--- config.mk ---
export PLATFORM = sky130hd
export DESIGN_NAME = delimited_frame_deframer
export DESIGN_NICKNAME = d
export VERILOG_FILES = /design/src/rtl/dfd_pkg.sv /design/src/rtl/dfd_msg_buf.sv /design/src/rtl/dfd_frame_store.sv /design/src/rtl/delimited_frame_deframer.sv
export SDC_FILE = /design/constraint.sdc
export NUM_CORES = 2
export LEC_CHECK = 0
export ABC_AREA = 1
export BUFFER_PORTS_ARGS = -buffer_cell sky130_fd_sc_hd__buf_2
export CORE_MARGIN = 1.5
export CORE_UTILIZATION = 57
export CTS_CLUSTER_DIAMETER = 120
export DETAILED_ROUTE_END_ITERATION = 6
export PLACE_DENSITY = 0.76
export SETUP_SLACK_MARGIN = 0.4
export SYNTH_ARGS = -nofsm -noshare
export SYNTH_HDL_FRONTEND = slang
export SYNTH_SLANG_ARGS = --single-unit
export TNS_END_PERCENT = 10
--- constraint.sdc ---
create_clock -name clock -period 10.44 [get_ports clock]
set_clock_uncertainty 0.2 [all_clocks]
set_input_delay 2.088 -clock clock [delete_from_list [all_inputs] [get_ports clock]]
set_output_delay 2.088 -clock clock [all_outputs]
set_load 0.03 [all_outputs]
--- src/rtl/dfd_pkg.sv ---
// Shared types and constants for the delimited frame deframer.
// Used by dfd_msg_buf, dfd_frame_store and delimited_frame_deframer; no dependencies.
`timescale 1ns / 1ps
`default_nettype none

package dfd_pkg;

   // buffer sizes
   localparam int MSG_BYTES   = 256;
   localparam int FRAME_BYTES = 256;

   // derived widths
   localparam int BYTE_W = 8;
   localparam int PAT_W  = 32;
   localparam int MSG_AW = $clog2(MSG_BYTES);
   localparam int FS_AW  = $clog2(FRAME_BYTES);
   localparam int WP_W   = $clog2(MSG_BYTES + 1);
   localparam int FS_CW  = $clog2(FRAME_BYTES + 1);
   localparam int CNT_W  = ((WP_W > FS_CW) ? WP_W : FS_CW) + 1;

   // stream payload widths
   localparam int REQ_DATA_W = 16;
   localparam int RSP_DATA_W = 24;
   localparam int RSP_PAD_W  = RSP_DATA_W - 2 * BYTE_W - 1;

   // register indexes
   localparam int CSR_IDX_W = 1;
   localparam logic [CSR_IDX_W-1:0] CSR_START_PATTERN = 1'b0;
   localparam logic [CSR_IDX_W-1:0] CSR_END_PATTERN   = 1'b1;

   // request operations
   localparam logic OP_RECEIVE = 1'b0;
   localparam logic OP_READ    = 1'b1;

   // message buffer port
   typedef struct packed {
      logic              wr_en;
      logic [MSG_AW-1:0] wr_addr;
      logic [BYTE_W-1:0] wr_data;
      logic              rd_en;
      logic [MSG_AW-1:0] rd_addr;
      logic              rd_hit;
   } msg_port_type;

   // frame store port
   typedef struct packed {
      logic              wr_en;
      logic [FS_AW-1:0]  wr_addr;
      logic [BYTE_W-1:0] wr_data;
      logic              rd_en;
      logic [FS_AW-1:0]  rd_addr;
      logic              rd_hit;
   } fs_port_type;

endpackage

`default_nettype wire

--- src/rtl/dfd_msg_buf.sv ---
// Message buffer memory: one write and one registered read port per cycle.
// Depends on dfd_pkg for sizes and the port struct.
`timescale 1ns / 1ps
`default_nettype none

module dfd_msg_buf (
   input  wire                        clock,
   input  wire dfd_pkg::msg_port_type port,
   output logic [dfd_pkg::BYTE_W-1:0] rd_data
);
   import dfd_pkg::*;

   logic [BYTE_W-1:0] mem [MSG_BYTES];
   logic [BYTE_W-1:0] data_ff;
   logic              hit_ff;

   // write port
   always_ff @(posedge clock) begin
      if (port.wr_en) begin
         mem[port.wr_addr] <= port.wr_data;
      end
   end

   // read port, entries past the valid limit read as zero
   always_ff @(posedge clock) begin
      if (port.rd_en) begin
         data_ff <= mem[port.rd_addr];
         hit_ff  <= port.rd_hit;
      end
   end

   assign rd_data = hit_ff ? data_ff : '0;

endmodule

`default_nettype wire

--- src/rtl/dfd_frame_store.sv ---
// Frame store memory: holds the latest copied frame, registered read.
// Depends on dfd_pkg for sizes and the port struct.
`timescale 1ns / 1ps
`default_nettype none

module dfd_frame_store (
   input  wire                        clock,
   input  wire dfd_pkg::fs_port_type  port,
   output logic [dfd_pkg::BYTE_W-1:0] rd_data
);
   import dfd_pkg::*;

   logic [BYTE_W-1:0] mem [FRAME_BYTES];
   logic [BYTE_W-1:0] data_ff;
   logic              hit_ff;

   // write port
   always_ff @(posedge clock) begin
      if (port.wr_en) begin
         mem[port.wr_addr] <= port.wr_data;
      end
   end

   // read port, entries never written read as zero
   always_ff @(posedge clock) begin
      if (port.rd_en) begin
         data_ff <= mem[port.rd_addr];
         hit_ff  <= port.rd_hit;
      end
   end

   assign rd_data = hit_ff ? data_ff : '0;

endmodule

`default_nettype wire

--- src/rtl/delimited_frame_deframer.sv ---
// Top level of the delimited frame deframer: window match, sequencer, output register.
// Depends on dfd_pkg, dfd_msg_buf and dfd_frame_store.
`timescale 1ns / 1ps
`default_nettype none

// Received bytes shift through a four-byte window that is compared with the start and
// end delimiters. Bytes between them collect in a message buffer; on the end delimiter
// buffer byte 0 gives a length and that many following bytes are copied, one per cycle,
// into a frame store that read requests address. One request is worked on at a time;
// a byte that completes the end delimiter also runs the copy of a frame of length L (at
// most 255), which walks the single read port of the message buffer. Both memories
// come out of reset ready for use: valid limits stand in for clearing, so no clearing
// pass runs. A result waits in the output register while the next request is taken.

module delimited_frame_deframer (
   input  wire                                clock,
   input  wire                                reset,
   // request: rx_byte [7:0], read_index [15:8]
   input  wire                                req_tvalid,
   output logic                               req_tready,
   input  wire  [dfd_pkg::REQ_DATA_W-1:0]     req_tdata,
   // request: operation [0]
   input  wire                                req_tuser,
   // response: frame_length [7:0], in_frame [8], read_data [16:9], zeros above
   output logic                               rsp_tvalid,
   input  wire                                rsp_tready,
   output logic [dfd_pkg::RSP_DATA_W-1:0]     rsp_tdata,
   // response: frame_done
   output logic                               rsp_tlast,
   // register write port
   input  wire                                csr_wr_en,
   input  wire  [dfd_pkg::CSR_IDX_W-1:0]      csr_index,
   input  wire  [dfd_pkg::PAT_W-1:0]          csr_wdata
);
   import dfd_pkg::*;

   typedef enum logic [4:0] {
      ST_IDLE = 5'b00001,
      ST_READ = 5'b00010,
      ST_LEN  = 5'b00100,
      ST_COPY = 5'b01000,
      ST_PUSH = 5'b10000
   } state_type;

   // control state
   state_type          state_ff, state_in;
   logic [PAT_W-1:0]   start_pattern_ff, start_pattern_in;
   logic [PAT_W-1:0]   end_pattern_ff, end_pattern_in;
   logic [PAT_W-1:0]   window_ff, window_in;
   logic               collecting_ff, collecting_in;
   logic [WP_W-1:0]    wp_ff, wp_in;
   logic [WP_W-1:0]    vlim_ff, vlim_in;
   logic [BYTE_W-1:0]  stored_len_ff, stored_len_in;
   logic [FS_CW-1:0]   fs_fill_ff, fs_fill_in;
   logic               rsp_valid_ff, rsp_valid_in;

   // payload state
   logic               done_ff, done_in;
   logic [BYTE_W-1:0]  rdata_ff, rdata_in;
   logic [FS_CW-1:0]   copy_n_ff, copy_n_in;
   logic [FS_CW-1:0]   idx_ff, idx_in;
   logic [RSP_DATA_W-1:0] rsp_data_ff, rsp_data_in;
   logic               rsp_last_ff, rsp_last_in;

   // memory ports
   msg_port_type       msg_port;
   fs_port_type        fs_port;
   logic [BYTE_W-1:0]  msg_rd_data;
   logic [BYTE_W-1:0]  fs_rd_data;

   logic               req_fire;
   logic               rsp_free;

   dfd_msg_buf u_msg_buf (
      .clock   (clock),
      .port    (msg_port),
      .rd_data (msg_rd_data)
   );

   dfd_frame_store u_frame_store (
      .clock   (clock),
      .port    (fs_port),
      .rd_data (fs_rd_data)
   );

   assign req_tready = (state_ff == ST_IDLE);
   assign req_fire   = req_tvalid && req_tready;
   assign rsp_free   = !rsp_valid_ff || rsp_tready;

   // register writes
   always_comb begin
      start_pattern_in = start_pattern_ff;
      end_pattern_in   = end_pattern_ff;
      if (csr_wr_en) begin
         case (csr_index)
            CSR_START_PATTERN: start_pattern_in = csr_wdata;
            CSR_END_PATTERN:   end_pattern_in   = csr_wdata;
            default: ;
         endcase
      end
   end

   // request sequencer
   always_comb begin
      logic [PAT_W-1:0]  win_n;
      logic [CNT_W-1:0]  src;
      logic [CNT_W-1:0]  len_ext;
      logic [FS_CW-1:0]  n;

      win_n   = {req_tdata[BYTE_W-1:0], window_ff[PAT_W-1:BYTE_W]};
      src     = '0;
      len_ext = CNT_W'(msg_rd_data);
      n       = (len_ext < CNT_W'(FRAME_BYTES)) ? FS_CW'(len_ext) : FS_CW'(FRAME_BYTES);

      state_in      = state_ff;
      window_in     = window_ff;
      collecting_in = collecting_ff;
      wp_in         = wp_ff;
      vlim_in       = vlim_ff;
      stored_len_in = stored_len_ff;
      fs_fill_in    = fs_fill_ff;
      done_in       = done_ff;
      rdata_in      = rdata_ff;
      copy_n_in     = copy_n_ff;
      idx_in        = idx_ff;
      rsp_valid_in  = rsp_valid_ff && !rsp_tready;
      rsp_data_in   = rsp_data_ff;
      rsp_last_in   = rsp_last_ff;
      msg_port      = '0;
      fs_port       = '0;

      case (state_ff)
         ST_IDLE: begin
            if (req_fire) begin
               if (req_tuser == OP_READ) begin
                  // frame store read, unwritten entries give zero
                  fs_port.rd_en   = 1'b1;
                  fs_port.rd_addr = FS_AW'(req_tdata[REQ_DATA_W-1:BYTE_W]);
                  fs_port.rd_hit  = CNT_W'(req_tdata[REQ_DATA_W-1:BYTE_W])
                                    < CNT_W'(fs_fill_ff);
                  done_in         = 1'b0;
                  state_in        = ST_READ;
               end else begin
                  window_in = win_n;
                  rdata_in  = '0;
                  done_in   = 1'b0;
                  state_in  = ST_PUSH;
                  if (win_n == start_pattern_ff) begin
                     // start delimiter: restart with an empty buffer
                     collecting_in = 1'b1;
                     wp_in         = '0;
                     vlim_in       = '0;
                  end else if (win_n == end_pattern_ff) begin
                     // end delimiter: drop the last three positions, fetch the length
                     collecting_in = 1'b0;
                     vlim_in       = (wp_ff >= WP_W'(3)) ? wp_ff - WP_W'(3) : '0;
                     msg_port.rd_en   = 1'b1;
                     msg_port.rd_addr = '0;
                     msg_port.rd_hit  = (vlim_in != '0);
                     done_in          = 1'b1;
                     state_in         = ST_LEN;
                  end else if (collecting_ff && (wp_ff < WP_W'(MSG_BYTES))) begin
                     // store while collecting and not full
                     msg_port.wr_en   = 1'b1;
                     msg_port.wr_addr = MSG_AW'(wp_ff);
                     msg_port.wr_data = req_tdata[BYTE_W-1:0];
                     wp_in            = wp_ff + WP_W'(1);
                     vlim_in          = wp_ff + WP_W'(1);
                  end
               end
            end
         end

         ST_READ: begin
            rdata_in = fs_rd_data;
            state_in = ST_PUSH;
         end

         ST_LEN: begin
            // length byte arrived, start the copy
            stored_len_in = msg_rd_data;
            copy_n_in     = n;
            idx_in        = '0;
            if (n > fs_fill_ff) begin
               fs_fill_in = n;
            end
            if (n == '0) begin
               state_in = ST_PUSH;
            end else begin
               src              = CNT_W'(1);
               msg_port.rd_en   = 1'b1;
               msg_port.rd_addr = MSG_AW'(src);
               msg_port.rd_hit  = src < CNT_W'(vlim_ff);
               state_in         = ST_COPY;
            end
         end

         ST_COPY: begin
            // one byte per cycle from buffer position idx+1 to frame position idx
            fs_port.wr_en   = 1'b1;
            fs_port.wr_addr = FS_AW'(idx_ff);
            fs_port.wr_data = msg_rd_data;
            if ((CNT_W'(idx_ff) + CNT_W'(1)) < CNT_W'(copy_n_ff)) begin
               src              = CNT_W'(idx_ff) + CNT_W'(2);
               msg_port.rd_en   = 1'b1;
               msg_port.rd_addr = MSG_AW'(src);
               msg_port.rd_hit  = src < CNT_W'(vlim_ff);
               idx_in           = idx_ff + FS_CW'(1);
            end else begin
               state_in = ST_PUSH;
            end
         end

         ST_PUSH: begin
            // hand the result to the output register
            if (rsp_free) begin
               rsp_valid_in = 1'b1;
               rsp_data_in  = {{RSP_PAD_W{1'b0}}, rdata_ff, collecting_ff, stored_len_ff};
               rsp_last_in  = done_ff;
               state_in     = ST_IDLE;
            end
         end

         default: begin
            state_in = ST_IDLE;
         end
      endcase
   end

   // control registers
   always_ff @(posedge clock) begin
      if (reset) begin
         state_ff         <= ST_IDLE;
         start_pattern_ff <= '0;
         end_pattern_ff   <= '0;
         window_ff        <= '0;
         collecting_ff    <= 1'b1;
         wp_ff            <= '0;
         vlim_ff          <= '0;
         stored_len_ff    <= '0;
         fs_fill_ff       <= '0;
         rsp_valid_ff     <= 1'b0;
      end else begin
         state_ff         <= state_in;
         start_pattern_ff <= start_pattern_in;
         end_pattern_ff   <= end_pattern_in;
         window_ff        <= window_in;
         collecting_ff    <= collecting_in;
         wp_ff            <= wp_in;
         vlim_ff          <= vlim_in;
         stored_len_ff    <= stored_len_in;
         fs_fill_ff       <= fs_fill_in;
         rsp_valid_ff     <= rsp_valid_in;
      end
   end

   // payload registers
   always_ff @(posedge clock) begin
      done_ff     <= done_in;
      rdata_ff    <= rdata_in;
      copy_n_ff   <= copy_n_in;
      idx_ff      <= idx_in;
      rsp_data_ff <= rsp_data_in;
      rsp_last_ff <= rsp_last_in;
   end

   assign rsp_tvalid = rsp_valid_ff;
   assign rsp_tdata  = rsp_data_ff;
   assign rsp_tlast  = rsp_last_ff;

endmodule

`default_nettype wire

# ---- Yosys cells after proc, flatten, opt, wreduce, memory -nomap -nowiden
# Memory sizes are Yosys's and may differ from the RTL's. A register that Yosys moved wholly into a read port is not among the register bits.
# Cells that the tools add are included.
# Widths: inputs -> output; s select.
dict set report totals {
  memories 2
  inputBits 55
  reg_bits 183
  ram_bits 4096
}
# memory depth width read_ports rd_clocked_by_memory_dff write_ports line_no
set mem_list {}
lappend mem_list {u_frame_store.mem 256 8 1 1 1 dfd_frame_store.sv:13} ;# logic [BYTE_W-1:0] mem [FRAME_BYTES];
lappend mem_list {u_msg_buf.mem 256 8 1 1 1 dfd_msg_buf.sv:13} ;# logic [BYTE_W-1:0] mem [MSG_BYTES];
dict set report op_classes {
  n_eq_ne 13
  n_reduce_logical 27
  order_cmp 7
  bitwise 2
  mux 44
  n_addsub 5
}
# cell count
set ops {}
lappend ops {{$mux 27} 3}
lappend ops {{$mux 17} 4}
lappend ops {{$eq 32x32->1} 2}
lappend ops {{$mux 9} 7}
lappend ops {{$mux 10} 6}
lappend ops {{$mux 5} 7}
lappend ops {{$mux 8} 4}
lappend ops {{$pmux 10 s3} 1}
lappend ops {{$pmux 5 s5} 1}
lappend ops {{$add 9x1->9 const B} 2}
lappend ops {{$pmux 9 s2} 1}
lappend ops {{$pmux 8 s2} 1}
lappend ops {{$reduce_and 2->1} 6}
lappend ops {{$reduce_and 3->1} 4}
lappend ops {{$add 9x1->10 const B} 1}
lappend ops {{$add 9x2->10 const B} 1}
lappend ops {{$lt 10x8->1} 1}
lappend ops {{$lt 10x9->1} 1}
lappend ops {{$ne 2x2->1 const B} 5}
lappend ops {{$ge 9x2->1 const B} 1}
lappend ops {{$lt 1x9->1 const A} 1}
lappend ops {{$lt 9x9->1 const B} 1}
lappend ops {{$mux 1} 9}
lappend ops {{$reduce_bool 9->1} 1}
lappend ops {{19 further kinds} 27}

# ---- Depth between registers and ports, before layout
dict set report depth {
  depth_word 10
  ltp_mapped 27
  depth_no_buf 25
}

# ---- Hierarchy
# From an unflattened synthesis, not the netlist that was laid out.
dict set report hier_totals {
  cells_unflattened 15358
  area_unflattened_um2 176653.2
}
# module cells_per_inst area_per_inst_um2 n_inst seq_area_each_um2
set by_module_without_submodules {}
lappend by_module_without_submodules {dfd_frame_store 7021 83618.9 1 61769.2}
lappend by_module_without_submodules {dfd_msg_buf 7021 83618.9 1 61769.2}
lappend by_module_without_submodules {delimited_frame_deframer 1316 9415.3 1 3903.7}

# ---- Worst setup path before layout
# Ideal clock, no wire load.
dict set report synth_path {
  kind {input to register}
  start {input port req_tdata[1] (netlist name)}
  end {memory u_msg_buf.mem[0][0] (data pin)}
  path_slack_ns -0.318
  setup_ns 1.393
  arrival_time_ns 9.165
  cell_stages 9
  n_path_buf 1
  cell_sequence {xor2_1 > nor4_1 > and3_1 > nand2_1 > nand2_1 > nor2_4 > inv_2 > clkbuf_1 > nor2_1}
}
# element line_no
set synth_rtl {}
lappend synth_rtl {{start, declared} delimited_frame_deframer.sv:21} ;# input wire [dfd_pkg::REQ_DATA_W-1:0] req_tdata,
lappend synth_rtl {{end, declared} dfd_msg_buf.sv:13}

# ---- Worst setup path in the final report
dict set report layout_path {
  start {register idx_ff[1]}
  end {register u_msg_buf.data_ff[3], read port of u_msg_buf.mem (data pin)}
}
dict set report layout_via {
  elab_chain_len 4
}
# element line_no
set layout_lines {}
lappend layout_lines {{start, declared} delimited_frame_deframer.sv:61} ;# logic [FS_CW-1:0] idx_ff, idx_in;
lappend layout_lines {{start signal, assigned} delimited_frame_deframer.sv:262} ;# idx_ff <= idx_in;
lappend layout_lines {{$add 9x1->10} delimited_frame_deframer.sv:203} ;# if ((CNT_W'(idx_ff) + CNT_W'(1)) < CNT_W'(copy_n_ff)) begin
lappend layout_lines {{$lt 10x8->1} delimited_frame_deframer.sv:203}
lappend layout_lines {{$mux 10 (*)} delimited_frame_deframer.sv:203}
lappend layout_lines {{$pmux 10 s3 (*)} delimited_frame_deframer.sv:132} ;# case (state_ff)
lappend layout_lines {{end, declared} dfd_msg_buf.sv:14} ;# logic [BYTE_W-1:0] data_ff;
# Every way passes the cells marked *; elsewhere a longest branch is shown, timed or not.
# A chain may end at the register's enable or synchronous reset.

==> results.ini <==
[pwr]
pwr-share-seq_pct = 53.7
p_per_area_nw_per_um2 = 178
vdd_drop_max_mv = 0.166
power.share.clock_pct = 42.8
switching_share_pct = 21.2
pwr-share-comb_pct = 3.5
power.switching_uw = 7410
p_leak_uw = 0.0643
intPower_uw = 27600

[finish]
drive_gt1_share_pct = 12.6
areaGrowthSynthToFinish_pct = 9.22
seq_area_um2 = 127000
final_area_um2 = 197000
multi_input_area_um2 = 45400
final_nets = 14488
fillers = 22611

[worst_setup_path]
required_ps = 11040
crit_type = register to register
slowest_stage = inv_8
cp_top_family = simple AND/OR/NAND/NOR gates
worst_setup_path_start_kind = register
slowest_delay_ps = 620
reg2reg_depth = 25
end_kind = register
path_buf_inv = 5
crit_fanout = 137
cp_data_arrival_time_ps = 7610
path_depth = 25
crit_top_cell = nand2_1

[global_routing]
grt_usage_pct = 29.1
overflow = 0
antenna_found_initial = 15
grt_pass1_vias = 113319
grt_first_pass_wirelength_mm = 701
grt_max_degree = 213

[yosys]
ys_seq_area_share_pct = 70.7
netlist_instances = 14807
synthFlopType = edfxtp_1
yosysMostFrequentCell = edfxtp_1
synth_top_cell_by_area = edfxtp_1
yosys_warnings = 0
synth_top_area_share_pct = 69.3
synth_seq_cells = 4287
syn_area_um2 = 180000
synth.distinct_cells = 47
synthTopCellsByCount = 4158 x edfxtp_1, 3384 x nand3_1, 1798 x nand2_1, 952 x o211ai_1, 918 x or2_2
async_reset_ff_share_pct = 0
avgSynthCellArea_um2 = 12.2
synth_edf_count = 4158
synth_area_leaders = edfxtp_1 69%, nand3_1 9.4%, o211ai_1 4.0%, nand2_1 3.7%, or2_2 3.2%

[clock_network]
clock_tree.buffer_depth = 4
cts_root_buffer = clkbuf_16
post_cts_buffers = 0
clk_latency_ps = 970
htreeDepth = 5
cts.sinks = 4287
path_clk_slew_ps = 60
ctsHoldBuffers = 0
numCtsBuffers = 416
tritoncts = yes
cts_resized = 0

[floorplan]
die_y_um = 565
coreArea_um2 = 315000
pin_count = 82
rows = 206
start_util_pct = 57.3
die_w_um = 565
design.die.area_um2 = 320000

[sta]
slew_viol_final = 0
max_freq_ghz = 0.143
min_period_ps = 7010
finalSetupTns_ps = 0
rsz0062_at_grt = no
finalCritPeriodShare_pct = 67.2
worstMarginPinSlew_ps = 1310
setup_viol = 0
slew_headroom_pct = 12.6
hold_viol_final = 0

[placement]
gp_congestion = 0.912
io_buffers = 74
dp_hpwl_mm = 259
post_dp_cell_area_um2 = 183000

[routing]
top_layer = met5
drt-pass1-iter-count = 7
ant_nets = 0
wl_met3_mm = 52.9
drt-initial-drc-count = 16979
drc = 3
routed_via_density = 6.31
vias = 119431
wirelength_mm = 476
dr_wl_met2_mm = 224
wl_met1_mm = 174
drt-wirelength-per-cell_um = 25.2

[run_status]
status = finished, violations left
violations = DRC

[job]
drv_cap = 0

[hold_path]
min_delay_path_depth = 0
hold_path_class = register to register

[layer usage]
layer	up-vias	GRT usage (%)
met3	1301	5.16
met2	7484	46.0
li1	52716	-
met1	57926	39.0
met5	-	0
met4	4	14.8
[layout by cell type (no fill, tap or decap), types with 17 or more instances in the layout]
master	instances
nor3_1	22
xor2_1	30
o21ai_0	160
clkbuf_16	420
nor2_1	737
buf_4	142
o211ai_1	952
clkinv_1	77
xnor2_1	37
dfxtp_1	129
buf_12	37
or2_2	918
a21oi_1	63
inv_1	802
ha_1	33
clkbuf_1	94
nand3_1	3380
nand2_2	28
nand4_1	17
buf_2	74
nor2_4	23
nand3b_1	329
o22ai_1	58
clkinv_2	82
nand2_1	1767
edfxtp_1	4158
bufinv_16	41
[state kept, by name, summed over array words and instances, names as in the netlist, 17 cells and up]
register and flops:
end_pattern_ff 32, start_pattern_ff 32, u_frame_store.mem 2048, rsp_tdata 17, window_ff 24, u_msg_buf.mem 2048
[stage by stage]
step                util [%]  power, uW  setup slack [ps]  cells  hold slack (ps)
floorplan                  -      19900              -318  14813              200
global placement        58.3      20300              3170  18142              207
detailed placement      58.3      20400              3070  18142              207
CTS                     62.5      35000              3770  18909              205
global route            62.5      35800              3170  18910              211
finish                  62.6      35000              3430  18925              209
[path summary, 6_finish.rpt]
check,from,slack (ps),to
max,idx_ff[1]$_SDFFCE_PN0P_,3430,u_msg_buf.data_ff[3]$_DFFE_PP_
min,stored_len_ff[7]$_SDFFE_PP0P_,210,rsp_tdata[7]$_DFFE_PP_
max reg2reg,idx_ff[1]$_SDFFCE_PN0P_,3430,u_msg_buf.data_ff[3]$_DFFE_PP_
min reg2reg,stored_len_ff[7]$_SDFFE_PP0P_,210,rsp_tdata[7]$_DFFE_PP_
[final cells by class]
class,count,share of cell area (%)
Clock buffer,525,5.59
Sequential cell,4287,64.7
Inverter,820,1.58
Antenna cell,16,0.0203
Clock inverter,242,1.27
Timing Repair Buffer,253,1.11
Tap cell,4160,2.64
Multi-Input combinational cell,8622,23.0
[cell families (layout without fill, tap and decap cells)]
kind of cell	count (synthesis)	in the layout	share of synthesized area [%]
buffers and inverters	1904	1840	4.33
AOI/OAI and AO/OA	1257	1257	4.88
DFF	4287	4287	70.7
other	1	23	0.00208
adders and majority gates	33	33	0.229
xor gates and xnor gates	67	67	0.326
and+or+nand+nor	7258	7258	19.5
[power groups by stage]
stage          registers, uW  logic [uW]  clock network, uW
2_1_floorplan          19200         727                  0
3_3_place_gp           19200        1160                  0
3_5_place_dp           19200        1180                  0
4_1_cts                18800        1190              15000
5_1_grt                18800        1280              15700
6_report               18800        1210              15000
(Power assumes the default switching activity.)
